### src/design/io_request_rule_classifier_top_defines.svh
// Assertion macros shared by the request classifier RTL.
// Included by files that carry concurrent checks; no other dependencies.
`ifndef IO_REQUEST_RULE_CLASSIFIER_TOP_DEFINES_SVH
`define IO_REQUEST_RULE_CLASSIFIER_TOP_DEFINES_SVH
`ifndef SYNTHESIS
// Checked at every clock edge outside reset.
`define IORC_ASSERT(name, clk, rst, prop) \
   name: assert property (@(posedge clk) disable iff (rst) prop) \
      else $error("iorc check failed");
// Checked at every clock edge, reset included.
`define IORC_ASSERT_ALWAYS(name, clk, prop) \
   name: assert property (@(posedge clk) prop) \
      else $error("iorc check failed");
`else
`define IORC_ASSERT(name, clk, rst, prop)
`define IORC_ASSERT_ALWAYS(name, clk, prop)
`endif
`endif

### src/design/iorc_pkg.sv
// Shared types and constants of the request rule classifier.
// No dependencies; used by the condition unit and the top level of the block.
package iorc_pkg;

   localparam int NUM_CLASSES_DEF    = 32;
   localparam int CONDS_PER_RULE_DEF = 8;

   localparam int CLASS_INDEX_W = 5;
   localparam int COND_SLOT_W   = 3;
   localparam int VALUE_W       = 64;
   localparam int CLASS_ID_W    = 5;

   typedef enum logic [0:0] {
      FUNC_WRITE,
      FUNC_CLASSIFY
   } func_type;

   typedef enum logic [1:0] {
      KIND_DONE,
      KIND_RUNNING,
      KIND_ADDRESS,
      KIND_LENGTH
   } kind_type;

   typedef enum logic [2:0] {
      CMP_EQ,
      CMP_NE,
      CMP_LT,
      CMP_GT,
      CMP_LE,
      CMP_GE
   } cmp_type;

   // Stored control word of one condition slot
   typedef struct packed {
      logic     and_join;
      cmp_type  cmp_op;
      kind_type kind;
      logic     valid;
   } cond_ctl_type;

   localparam int CTL_W = $bits(cond_ctl_type);

   typedef struct packed {
      logic match;
      logic is_done;
   } cond_result_type;

   typedef enum logic [1:0] {
      ST_CLEAR,
      ST_IDLE,
      ST_WALK,
      ST_PUSH
   } state_type;

endpackage

### src/design/iorc_cond_unit.sv
// Shared condition unit: selects the tested quantity and runs the 64-bit compare.
// Depends on iorc_pkg for the control word and result types.
module iorc_cond_unit (
   input  iorc_pkg::cond_ctl_type    ctl,
   input  logic [iorc_pkg::VALUE_W-1:0] cond_value,
   input  logic [iorc_pkg::VALUE_W-1:0] running,
   input  logic [iorc_pkg::VALUE_W-1:0] address,
   input  logic [iorc_pkg::VALUE_W-1:0] length,
   output iorc_pkg::cond_result_type res
);

   logic [iorc_pkg::VALUE_W-1:0] operand;
   logic                         cmp_true;

   always_comb begin
      case (ctl.kind)
         iorc_pkg::KIND_RUNNING: operand = running;
         iorc_pkg::KIND_ADDRESS: operand = address;
         iorc_pkg::KIND_LENGTH:  operand = length;
         default:                operand = '0;
      endcase
   end

   always_comb begin
      case (ctl.cmp_op)
         iorc_pkg::CMP_EQ: cmp_true = (operand == cond_value);
         iorc_pkg::CMP_NE: cmp_true = (operand != cond_value);
         iorc_pkg::CMP_LT: cmp_true = (operand <  cond_value);
         iorc_pkg::CMP_GT: cmp_true = (operand >  cond_value);
         iorc_pkg::CMP_LE: cmp_true = (operand <= cond_value);
         iorc_pkg::CMP_GE: cmp_true = (operand >= cond_value);
         default:          cmp_true = 1'b0;
      endcase
   end

   // A done condition always matches and ignores its compare
   always_comb begin
      res.is_done = (ctl.kind == iorc_pkg::KIND_DONE);
      res.match   = res.is_done | cmp_true;
   end

endmodule

### config.mk
export PLATFORM = sky130hd
export DESIGN_NAME = iorc_cond_unit
export DESIGN_NICKNAME = d
export VERILOG_FILES = /design/src/design/io_request_rule_classifier_top_defines.svh /design/src/design/iorc_pkg.sv /design/src/design/iorc_cond_unit.sv
export SDC_FILE = /design/constraint.sdc
export NUM_CORES = 1
export LEC_CHECK = 0
export BUFFER_PORTS_ARGS = -buffer_cell sky130_fd_sc_hd__buf_2
export CAP_MARGIN = 20
export CORE_AREA = 2 2 104 106
export DETAILED_ROUTE_END_ITERATION = 8
export DIE_AREA = 0 0 106 108
export PLACE_DENSITY = 0.68
export SYNTH_ARGS = -nofsm -noshare
export SYNTH_HDL_FRONTEND = slang
export SYNTH_SLANG_ARGS = --single-unit
export TNS_END_PERCENT = 10
### constraint.sdc
create_clock -name vclk -period 4.95
set_input_delay 0.99 -clock vclk [all_inputs]
set_output_delay 0.99 -clock vclk [all_outputs]
set_load 0.01 [all_outputs]
After elaboration in Yosys (flattened, before gate mapping)

Cells that the tools add are included.

Memories kept: 0
Bits in latches: 0
Register bits after elaboration: 0
Output and inout port bits: 2
Word-level logic and storage cells: 19
Bits of input ports: 263
Bits in read-only memories: 0
RAM bits: 0

Muxes and demuxes: 2
Bitwise logic cells: 1
Multipliers: 0
Div/mod/pow operators: 0
Add/sub/neg operators: 0
Equal/unequal tests: 10
Shift-type cells: 0
$lt $le $gt $ge: 4
Reductions and logical operators: 2

Operator list:

| kind                                                                   | count |
|---|---|
| 64-bit case mux with 3 select lines                                    | 1 |
| 64-bit equality test                                                   | 1 |
| 64-bit greater-or-equal comparator                                     | 1 |
| 64-bit > comparator                                                    | 1 |
| 64-bit <= comparator                                                   | 1 |
| 64-bit less-than comparator                                            | 1 |
| 64-bit != test                                                         | 1 |
| 3-bit by 2-bit equality test with 1-bit output (second input constant) | 2 |
| 3-bit equality test (second input constant)                            | 2 |
| 1-bit case mux with 6 select lines                                     | 1 |
| 2-bit equality test (second input constant)                            | 2 |
| 3-bit by 1-bit equality test with 1-bit output (second input constant) | 1 |
| 3-bit zero test                                                        | 1 |
| 2-bit by 1-bit equality test with 1-bit output (second input constant) | 1 |
| 2-bit zero test                                                        | 1 |
| 1-bit OR                                                               | 1 |

Logic depth before layout (Yosys ltp)

Gate-level depths: netlist (run 1).

Word-level depth: 5
Gate-level depth with buffers: 13
Depth with buffers taken out: 11

Worst setup path after synthesis (run 1)

No wires, ideal clock.

Path type: input to output
Start: in ctl[2] in the netlist's numbering
End: out res[1] in the netlist's numbering
Slack: -0.338 ns
Stages: 13
Data arrival time: 4.298 ns
Required time: 3.960 ns
Path buffers: 2
Cells stage by stage: clkbuf_1 clkbuf_1 mux2_2 a22o_1 ha_1 a21o_1 nand3_1 a211oi_1 or4b_1 a22o_1 or3_4 and4b_1 nor4_2

RTL lines:

| item               | line                | source |
|---|---|---|
| start: declaration | iorc_cond_unit.sv:4 | `input iorc_pkg::cond_ctl_type ctl,` |
| end: declaration   | iorc_cond_unit.sv:9 | `output iorc_pkg::cond_result_type res` |

==> flow_results.xml, run 1 <==
<?xml version="1.0" encoding="UTF-8"?>
<metrics>
  <group name="die">
    <metric name="top_level_ports" unit="">265</metric>
    <metric name="placementRows" unit="">37</metric>
    <metric name="area_of_the_die" unit="um^2">11400</metric>
    <metric name="coreArea" unit="um^2">10200</metric>
    <metric name="chipHeight" unit="um">108</metric>
    <metric name="start_util" unit="">0.303</metric>
    <metric name="chipWidth" unit="um">106</metric>
  </group>
  <group name="placed_design">
    <metric name="numPortBuffers" unit="">263</metric>
    <metric name="postPlaceCellArea" unit="um^2">4800</metric>
    <metric name="dp.final_hpwl" unit="um">10400</metric>
    <metric name="routabilityCongestion" unit="">0.841</metric>
    <metric name="placedCellCount" unit="">805</metric>
  </group>
  <group name="synthesis">
    <metric name="ys_types" unit="">34</metric>
    <metric name="synth-xor-area-share" unit="">0</metric>
    <metric name="synth_top_family_by_area" unit="">compound AO/OA/AOI/OAI gates</metric>
    <metric name="synthDominantCellAreaShare" unit="">0.258</metric>
    <metric name="syn_area" unit="um^2">3100</metric>
    <metric name="ys_seq_area_frac" unit="">0</metric>
    <metric name="synth.top_cells.by_area" unit="">ha_1, mux2_2, a22o_1, inv_1, a21oi_1</metric>
    <metric name="compound_cell_area_share_of_the_yosys_netlist" unit="">0.271</metric>
    <metric name="synth-adder-area-share" unit="">0.258</metric>
    <metric name="post_synth_mux_area_share" unit="">0.235</metric>
    <metric name="netlist.top_cell.by_area" unit="">ha_1</metric>
    <metric name="yosysWarnings" unit="">0</metric>
    <metric name="avg_synthesized_cell_area" unit="um^2">7.92</metric>
    <metric name="yosys.area_share.simple" unit="">0.132</metric>
    <metric name="synthesis.instances" unit="">392</metric>
    <metric name="mappedNetlistNets" unit="">719</metric>
  </group>
  <group name="worst_setup_path">
    <metric name="path_class" unit="">in -&gt; out</metric>
    <metric name="critical_path_arrival" unit="ps">4200</metric>
    <metric name="endpoint_kind" unit="">output pin</metric>
    <metric name="critPathBufInv" unit="">3</metric>
    <metric name="timing.critical_path.from_type" unit="">input port</metric>
    <metric name="cp_max_fo" unit="">8</metric>
    <metric name="slowest_delay" unit="ps">540</metric>
    <metric name="slowest_stage" unit="">or4b_4</metric>
    <metric name="top_family_by_delay_on_critical_path" unit="">simple AND/OR/NAND/NOR gates</metric>
    <metric name="path_cells" unit="">buf_16 &gt; buf_12 &gt; mux2_2 &gt; a22o_1 &gt; ha_1 &gt; nand4_1 &gt; or3_4 &gt; a21oi_1 &gt; or4b_4 &gt; a22o_1 &gt; or3_4 &gt; and4b_1 &gt; nor4_4 &gt; buf_2</metric>
    <metric name="req_time_crit_path" unit="ps">3960</metric>
    <metric name="worstSetupPathDepth" unit="">14</metric>
  </group>
  <group name="timing">
    <metric name="hold_viol_final" unit="">0</metric>
    <metric name="setup_ws" unit="ps">-240</metric>
    <metric name="relSlewSlack" unit="">0.743</metric>
    <metric name="min_period_over_period" unit="">1.05</metric>
    <metric name="report.final.setup_viol" unit="">1</metric>
    <metric name="finalCriticalPeriod" unit="ps">5190</metric>
    <metric name="unrepaired_setup_endpoints_after_global_routing" unit="">yes</metric>
    <metric name="slew_worst_pin" unit="ps">383</metric>
    <metric name="max_clock_freq" unit="GHz">0.193</metric>
    <metric name="final_max_tran_viols" unit="">0</metric>
  </group>
  <group name="cells_and_area">
    <metric name="final_common_cell" unit="">buf_2</metric>
    <metric name="final_cell_mix" unit="">buf_2, inv_1, a22o_1</metric>
    <metric name="sequential_cell_area" unit="um^2">0</metric>
    <metric name="design.seq.count" unit="">0</metric>
    <metric name="flow.area_growth_from_synthesis" unit="%">65.9</metric>
    <metric name="finish.net_count" unit="">1011</metric>
    <metric name="finalCoreUtilization" unit="">0.503</metric>
    <metric name="clk_buffers" unit="">0</metric>
    <metric name="drive_above_1_share" unit="">0.582</metric>
    <metric name="final_cell_area" unit="um^2">5150</metric>
    <metric name="post_layout_instance_count_excluding_filler_cells" unit="">819</metric>
  </group>
  <group name="grt">
    <metric name="grt-busiest-layer" unit="">met2</metric>
    <metric name="global_route_track_usage_on_met1" unit="">0.199</metric>
    <metric name="grt_util_met2" unit="">0.447</metric>
    <metric name="grt_start_max_net_pins" unit="">66</metric>
    <metric name="grt_pass1_vias" unit="">4301</metric>
    <metric name="antenna_found_initial" unit="">1</metric>
    <metric name="grt_first_pass_wirelength" unit="um">19200</metric>
    <metric name="global_route.overflow_total" unit="">0</metric>
    <metric name="grt_usage" unit="">0.207</metric>
    <metric name="global_route.usage.met3" unit="">0.0356</metric>
  </group>
  <group name="routing">
    <metric name="post-route-drc-count" unit="">0</metric>
    <metric name="detail-route-antenna-nets" unit="">0</metric>
    <metric name="detailedRoute.firstPassIterationCount" unit="">5</metric>
    <metric name="viasPerCell" unit="">5.03</metric>
    <metric name="detail_route.wl_per_cell" unit="um">15.7</metric>
    <metric name="vias" unit="">4120</metric>
    <metric name="initialDrtViolationCount" unit="">127</metric>
    <metric name="total_wirelength_of_the_detailed_routed_design" unit="um">12900</metric>
  </group>
  <group name="power_and_ir_drop">
    <metric name="vdd_ir_drop_max" unit="mV">0.0416</metric>
    <metric name="power_density_over_the_cells" unit="nW/um^2">89.4</metric>
    <metric name="fin_total_pwr" unit="mW">0.460</metric>
    <metric name="static-leakage-power" unit="nW">3.00</metric>
  </group>
  <group name="hold_path">
    <metric name="worstHoldPathCells" unit="">5</metric>
    <metric name="hold_path_class" unit="">in -&gt; out</metric>
    <metric name="holdCritStartpoint" unit="">ctl[5]</metric>
    <metric name="worstHoldEndpoint" unit="">res[1]</metric>
  </group>
  <group name="run_status">
    <metric name="violations" unit="">negative setup slack</metric>
    <metric name="status" unit="">finished with violations</metric>
  </group>
  <group name="flow_run">
    <metric name="drv_cap" unit="">0</metric>
  </group>
  <group name="clock_network">
    <metric name="cts_hold_buf" unit="">0</metric>
  </group>
</metrics>
==> cell families after synthesis <==
family | after synthesis
compound gates | 110
fa+ha+maj | 64
buf+inv | 86
mux | 65
simple gates | 67
==> layer usage <==
layer  up-vias  share of wire
met5         -              0
met1      1850           0.35
li1       2071              -
met2       185           0.55
met3        14          0.077
met4         0          0.022
==> how the worst max path moves through the flow <==
stage,from,endpoint,slack [ps]
finish,ctl[2],res[1],-240
global route,ctl[2],res[1],-300
CTS,ctl[2],res[1],-280
detailed placement,ctl[2],res[1],-660
global placement,ctl[2],res[1],-630
floorplan,ctl[2],res[1],10
==> report_power, final <==
part | switching (mW) | leakage (nW) | internal (mW)
Sequential | 0 | 0 | 0
Clock | 0 | 0.00000634 | 0.0000000270
Combinational | 0.193 | 3.00 | 0.267
==> cell usage after synthesis <==
| library cell | number |
|---|---|
| nor4_2 | 1 |
| or2_2 | 1 |
| ha_1 | 64 |
| or3_4 | 1 |
| or4_4 | 1 |
| mux2i_1 | 1 |
| nor2b_1 | 2 |
| nand4_1 | 14 |
| a22o_1 | 64 |
| o21ai_0 | 5 |
| nand2_1 | 15 |
| mux2_2 | 64 |
| nand4_2 | 1 |
| a21o_1 | 5 |
| a21o_2 | 1 |
| o211ai_1 | 2 |
| a221oi_1 | 3 |
| o32ai_1 | 1 |
| nor3_1 | 2 |
| a22oi_1 | 1 |
| nor4_4 | 1 |
| nand3_1 | 13 |
| a21oi_1 | 24 |
| and2_2 | 1 |
| inv_1 | 65 |
| or4b_1 | 2 |
| and4b_1 | 1 |
| buf_1 | 2 |
| clkbuf_1 | 19 |
| nor2_1 | 6 |
| nor4_1 | 1 |
| a211oi_1 | 4 |
| and4_2 | 3 |
| or3_1 | 1 |
==> area by class of cell <==
class,count,area (um^2)
antenna,1,2.50
fill,1013,5080
inverter,65,244
multi-input combinational,307,2890
tap,136,170
timing repair buffer,310,1840
==> what timing repair did <==
action	in CTS	in global routing
gates resized for setup	21	9
endpoints found under the setup margin	1	1
cloned	4	0
setup buffers	4	5
pin swaps	4	10
==> per-stage QoR <==
| stage | setup slack (ps) | hold WS (ps) | TNS (ps) |
|---|---|---|---|
| final | -240 | 2440 | -240 |
| after global routing | -300 | 2490 | -300 |
| after CTS | -276 | 2440 | -276 |
| after detailed placement | -663 | 2460 | -663 |
| after global placement | -632 | 2440 | -632 |
| after floorplan | 12.4 | 2180 | 0 |
(Power assumes the default switching activity.)
==> run 2: changes to the inputs <==
Settings changed: GPL_ROUTABILITY_DRIVEN set to 0, PLACE_DENSITY 0.68 to not set, PLACE_DENSITY_LB_ADDON set to 0.1.
==> run 2 against run 1 <==
  * The flow still finishes with violations (negative setup slack)
  * Count of clock-buffer cells in the layout unchanged
  * Total power increased by 0.22%
  * Critical path depth stayed put
  * Die area is the same
  * Final area is 0.95% higher
  * Flip-flop and latch count unchanged
  * Routed wire length fell by 9.0%
  * Cell count shrank 0.37%
  * Maximum frequency grew 1.1%
  * First-iteration DRC count decreased by 40%
  * Setup slack improved by 57 ps
  * Critical path type unchanged
  * Critical endpoint unchanged
==> flow_results.xml, run 2 (synthesis results as in run 1) <==
<?xml version="1.0" encoding="UTF-8"?>
<metrics>
  <group name="run_status">
    <metric name="status" unit="">finished with violations</metric>
    <metric name="violations" unit="">negative setup slack</metric>
  </group>
  <group name="power_and_ir_drop">
    <metric name="static-leakage-power" unit="nW">2.99</metric>
    <metric name="vdd_ir_drop_max" unit="mV">0.0398</metric>
    <metric name="power_density_over_the_cells" unit="nW/um^2">88.8</metric>
  </group>
  <group name="worst_setup_path">
    <metric name="slowest_stage" unit="">or4_4</metric>
    <metric name="timing.critical_path.from_type" unit="">input port</metric>
    <metric name="top_family_by_delay_on_critical_path" unit="">simple AND/OR/NAND/NOR gates</metric>
    <metric name="critical_path_arrival" unit="ps">4140</metric>
    <metric name="slowest_delay" unit="ps">540</metric>
    <metric name="cp_max_fo" unit="">29</metric>
    <metric name="path_class" unit="">in -&gt; out</metric>
    <metric name="path_cells" unit="">buf_16 &gt; buf_12 &gt; nor2b_4 &gt; buf_12 &gt; a22o_1 &gt; ha_1 &gt; nand4_1 &gt; nor4_4 &gt; nand4_1 &gt; or4_4 &gt; or4b_4 &gt; nand3_4 &gt; nor4_4 &gt; buf_2</metric>
    <metric name="endpoint_kind" unit="">output pin</metric>
    <metric name="req_time_crit_path" unit="ps">3960</metric>
    <metric name="critPathBufInv" unit="">4</metric>
  </group>
  <group name="routing">
    <metric name="total_wirelength_of_the_detailed_routed_design" unit="um">11700</metric>
    <metric name="initialDrtViolationCount" unit="">76</metric>
    <metric name="detail_route.wl_per_cell" unit="um">14.3</metric>
    <metric name="detailedRoute.firstPassIterationCount" unit="">4</metric>
    <metric name="detail-route-antenna-nets" unit="">0</metric>
    <metric name="post-route-drc-count" unit="">0</metric>
    <metric name="vias" unit="">4016</metric>
    <metric name="viasPerCell" unit="">4.92</metric>
  </group>
  <group name="grt">
    <metric name="grt_start_max_net_pins" unit="">47</metric>
    <metric name="antenna_found_initial" unit="">0</metric>
    <metric name="grt_usage" unit="">0.186</metric>
    <metric name="grt_first_pass_wirelength" unit="um">17700</metric>
    <metric name="global_route.overflow_total" unit="">0</metric>
    <metric name="grt_pass1_vias" unit="">4019</metric>
  </group>
  <group name="placed_design">
    <metric name="dp.final_hpwl" unit="um">9950</metric>
    <metric name="numPortBuffers" unit="">263</metric>
  </group>
  <group name="die">
    <metric name="top_level_ports" unit="">265</metric>
    <metric name="coreArea" unit="um^2">10200</metric>
    <metric name="chipWidth" unit="um">106</metric>
    <metric name="start_util" unit="">0.303</metric>
    <metric name="area_of_the_die" unit="um^2">11400</metric>
    <metric name="chipHeight" unit="um">108</metric>
    <metric name="placementRows" unit="">37</metric>
  </group>
  <group name="cells_and_area">
    <metric name="clk_buffers" unit="">0</metric>
    <metric name="final_cell_mix" unit="">buf_2, inv_1, mux2_2, a22o_1, ha_1</metric>
    <metric name="flow.area_growth_from_synthesis" unit="%">67.5</metric>
    <metric name="drive_above_1_share" unit="">0.588</metric>
    <metric name="design.seq.count" unit="">0</metric>
    <metric name="sequential_cell_area" unit="um^2">0</metric>
    <metric name="finish.net_count" unit="">1009</metric>
    <metric name="finalCoreUtilization" unit="">0.508</metric>
    <metric name="fillerInstances" unit="">1035</metric>
    <metric name="final_common_cell" unit="">buf_2</metric>
    <metric name="diodes" unit="">0</metric>
  </group>
  <group name="timing">
    <metric name="min_period_over_period" unit="">1.04</metric>
    <metric name="final_max_tran_viols" unit="">0</metric>
    <metric name="setup-tns-final" unit="ps">-184</metric>
    <metric name="unrepaired_setup_endpoints_after_global_routing" unit="">yes</metric>
    <metric name="setup_ws" unit="ps">-184</metric>
    <metric name="hold_viol_final" unit="">0</metric>
    <metric name="max_clock_freq" unit="GHz">0.195</metric>
    <metric name="report.final.setup_viol" unit="">1</metric>
    <metric name="slew_worst_pin" unit="ps">256</metric>
    <metric name="relSlewSlack" unit="">0.825</metric>
    <metric name="finalCriticalPeriod" unit="ps">5130</metric>
  </group>
  <group name="flow_run">
    <metric name="drv_cap" unit="">0</metric>
  </group>
  <group name="hold_path">
    <metric name="hold_path_class" unit="">in -&gt; out</metric>
  </group>
  <group name="clock_network">
    <metric name="cts_hold_buf" unit="">0</metric>
  </group>
</metrics>
## run 2: timing repair
item	in CTS	in global routing
setup buffers	4	0
gates cloned	4	0
pin swaps	14	7
resized for setup	14	11
endpoints found under the setup margin	1	1
## run 2: stage by stage
step / hold WS (ps) / setup slack (ps) / area [um^2] / total power, mW / std cells
floorplan: 2180 / 12.4 / 3170 / 0.235 / 392
global placement: 2460 / -276 / 4910 / 0.420 / 808
detailed placement: 2480 / -320 / 4910 / 0.430 / 808
CTS: 2490 / -242 / 5100 / 0.454 / 816
global route: 2520 / -321 / 5200 / 0.515 / 816
finish: 2480 / -184 / 5200 / 0.461 / 816
## run 2: layout make-up
| type | count | area (um^2) | share of cell area |
|---|---|---|---|
| multi-input cells | 306 | 2920 | 0.562 |
| inverters | 65 | 244 | 0.0469 |
| repair buffers | 309 | 1860 | 0.359 |
| well taps | 136 | 170 | 0.0327 |
## run 2: path summary, 6_finish.rpt
check             cells after the start   start  endpoint  slack, ps
hold / removal                        5  ctl[5]    res[1]       2480
setup / recovery                     14  ctl[2]    res[1]       -180
## run 2: where the power goes
group          internal (mW)  switching, mW  total, mW  leakage [nW]
sequential                 0              0          0             0
combinational          0.271          0.190      0.461          2.99
clock                      0              0          0             0
## run 2: per-layer routing
| layer | vias up | track usage | share of wire |
|---|---|---|---|
| li1 | 2067 | - | - |
| met1 | 1784 | 0.209 | 0.39 |
| met4 | 0 | 0.00564 | 0.0044 |
| met3 | 4 | 0.0295 | 0.079 |
| met5 | - | 0 | 0 |
| met2 | 161 | 0.385 | 0.52 |
==> run 3: changes to the inputs <==
Settings changed: CORE_AREA 2 2 104 106 to 2 2 103 105, DIE_AREA 0 0 106 108 to 0 0 105 107.
Clock period 4.95 ns to 5.5 ns, I/O delays scaled along.
==> run 3 against run 2 <==
  * The run now ends clean
  * Critical endpoint unchanged
  * Via count decreased by 3.1%
  * Largest power group unchanged
  * Total power is 19% lower
  * Die area is 1.9% lower
  * Setup slack improved by 380 ps
  * First-iteration DRC count up 83%
  * Flip-flop and latch count unchanged
  * Routed wire length decreased by 0.17%
  * Worst hold slack improved by 180 ps
==> flow_results.xml, run 3 (synthesis results as in run 1) <==
<?xml version="1.0" encoding="UTF-8"?>
<metrics>
  <group name="worst_setup_path">
    <metric name="endpoint_kind" unit="">output pin</metric>
    <metric name="slowest_stage" unit="">or4_4</metric>
    <metric name="critical_path_arrival" unit="ps">4210</metric>
    <metric name="path_class" unit="">in -&gt; out</metric>
    <metric name="cp_max_fo" unit="">32</metric>
    <metric name="req_time_crit_path" unit="ps">4400</metric>
    <metric name="top_family_by_delay_on_critical_path" unit="">simple AND/OR/NAND/NOR gates</metric>
    <metric name="origin_of_the_worst_setup_path" unit="">ctl[2]</metric>
    <metric name="path_cells" unit="">buf_12 &gt; buf_4 &gt; nor2b_4 &gt; buf_12 &gt; a22o_1 &gt; ha_4 &gt; nand4_1 &gt; nor4_4 &gt; nand4_1 &gt; or4_4 &gt; or4b_1 &gt; nand3_2 &gt; nor4_2 &gt; buf_2</metric>
    <metric name="worstSetupPathDepth" unit="">14</metric>
    <metric name="critPathCapture" unit="">res[1]</metric>
    <metric name="timing.critical_path.from_type" unit="">input port</metric>
    <metric name="slowest_delay" unit="ps">550</metric>
    <metric name="critPathBufInv" unit="">4</metric>
  </group>
  <group name="power_and_ir_drop">
    <metric name="power_density_over_the_cells" unit="nW/um^2">77.3</metric>
    <metric name="static-leakage-power" unit="nW">2.83</metric>
    <metric name="vdd_ir_drop_max" unit="mV">0.0403</metric>
    <metric name="fin_total_pwr" unit="mW">0.376</metric>
  </group>
  <group name="routing">
    <metric name="detail-route-antenna-nets" unit="">0</metric>
    <metric name="detail_route.wl_per_cell" unit="um">14.8</metric>
    <metric name="vias" unit="">3893</metric>
    <metric name="total_wirelength_of_the_detailed_routed_design" unit="um">11700</metric>
    <metric name="initialDrtViolationCount" unit="">139</metric>
    <metric name="viasPerCell" unit="">4.94</metric>
    <metric name="post-route-drc-count" unit="">0</metric>
    <metric name="detailedRoute.firstPassIterationCount" unit="">4</metric>
  </group>
  <group name="timing">
    <metric name="hold_viol_final" unit="">0</metric>
    <metric name="relSlewSlack" unit="">0.683</metric>
    <metric name="min_period_over_period" unit="">0.965</metric>
    <metric name="max_clock_freq" unit="GHz">0.188</metric>
    <metric name="setup-tns-final" unit="ps">0</metric>
    <metric name="report.final.setup_viol" unit="">0</metric>
    <metric name="finalCriticalPeriod" unit="ps">5310</metric>
    <metric name="unrepaired_setup_endpoints_after_global_routing" unit="">no</metric>
    <metric name="worst_hold_margin" unit="ps">2660</metric>
    <metric name="final_max_tran_viols" unit="">0</metric>
    <metric name="slew_worst_pin" unit="ps">476</metric>
    <metric name="setup_ws" unit="ps">194</metric>
  </group>
  <group name="cells_and_area">
    <metric name="drive_above_1_share" unit="">0.560</metric>
    <metric name="design.seq.count" unit="">0</metric>
    <metric name="final_cell_mix" unit="">buf_2, inv_1, mux2_2, a22o_1, ha_1</metric>
    <metric name="final_common_cell" unit="">buf_2</metric>
    <metric name="flow.area_growth_from_synthesis" unit="%">56.5</metric>
    <metric name="clk_buffers" unit="">0</metric>
    <metric name="sequential_cell_area" unit="um^2">0</metric>
    <metric name="finish.net_count" unit="">981</metric>
    <metric name="multi_input_comb_area" unit="um^2">2850</metric>
    <metric name="diodes" unit="">0</metric>
    <metric name="fillerInstances" unit="">1031</metric>
  </group>
  <group name="placed_design">
    <metric name="placement.setup.worst_slack" unit="ps">23.5</metric>
    <metric name="numPortBuffers" unit="">263</metric>
    <metric name="dp.final_hpwl" unit="um">9570</metric>
  </group>
  <group name="die">
    <metric name="area_of_the_die" unit="um^2">11200</metric>
    <metric name="coreArea" unit="um^2">10100</metric>
    <metric name="chipWidth" unit="um">105</metric>
    <metric name="top_level_ports" unit="">265</metric>
    <metric name="start_util" unit="">0.307</metric>
    <metric name="placementRows" unit="">37</metric>
    <metric name="chipHeight" unit="um">107</metric>
  </group>
  <group name="grt">
    <metric name="grt_start_max_net_pins" unit="">65</metric>
    <metric name="grt_first_pass_wirelength" unit="um">16900</metric>
    <metric name="antenna_found_initial" unit="">0</metric>
    <metric name="global_route.overflow_total" unit="">0</metric>
    <metric name="grt_pass1_vias" unit="">3826</metric>
    <metric name="grt_usage" unit="">0.178</metric>
  </group>
  <group name="run_status">
    <metric name="status" unit="">completed</metric>
  </group>
  <group name="hold_path">
    <metric name="hold_path_class" unit="">in -&gt; out</metric>
  </group>
  <group name="flow_run">
    <metric name="drv_cap" unit="">0</metric>
  </group>
  <group name="clock_network">
    <metric name="cts_hold_buf" unit="">0</metric>
  </group>
</metrics>
==> run 3: cell types whose count changed in the layout (fill, tap and decap cells not counted), moves of 3 or more <==
| cell | before | now |
|---|---|---|
| ha_4 | 6 | 2 |
| a21oi_1 | 21 | 24 |
| buf_4 | 34 | 9 |
| buf_16 | 5 | 0 |
| clkbuf_16 | 0 | 4 |
| ha_1 | 58 | 62 |
| buf_12 | 8 | 5 |
| a21oi_2 | 3 | 0 |
==> run 3: worst min-delay path by stage <==
stage	cells after the start	to	from
floorplan	3	res[1]	ctl[5]
global placement	5	res[1]	ctl[5]
detailed placement	5	res[1]	ctl[5]
CTS	5	res[1]	ctl[5]
global route	5	res[1]	ctl[4]
finish	5	res[1]	ctl[5]
==> run 3: through the flow <==
| stage | utilization | std cells | cell area [um^2] |
|---|---|---|---|
| 6_report | 0.481 | 788 | 4860 |
| 5_1_grt | 0.481 | 788 | 4860 |
| 4_1_cts | 0.461 | 781 | 4650 |
| 3_5_place_dp | 0.461 | 781 | 4650 |
| 3_3_place_gp | 0.461 | 781 | 4650 |
| 2_1_floorplan | - | 392 | 3100 |
==> run 3: where the power goes <==
part	total [mW]	internal [mW]	switching, mW
logic	0.376	0.213	0.163
clock network	0	0	0
registers	0	0	0
==> run 3: cell type report <==
type,instances,area share
tap,136,0.0350
timing repair buffer,281,0.327
inverter,65,0.0502
multi-input combinational,306,0.587
==> run 3: what timing repair did <==
item,4_1_cts,5_1_grt
buffers inserted,0,3
resized for setup,0,15
setup endpoints to repair,0,1
==> run 3: metal layers <==
layer  global-route usage  routed length, um  part of all wire
met1                0.201               4780              0.41
met5                    0                  0                 0
met3               0.0164                715             0.061
met2                0.365               6030              0.52
met4               0.0229                164             0.014
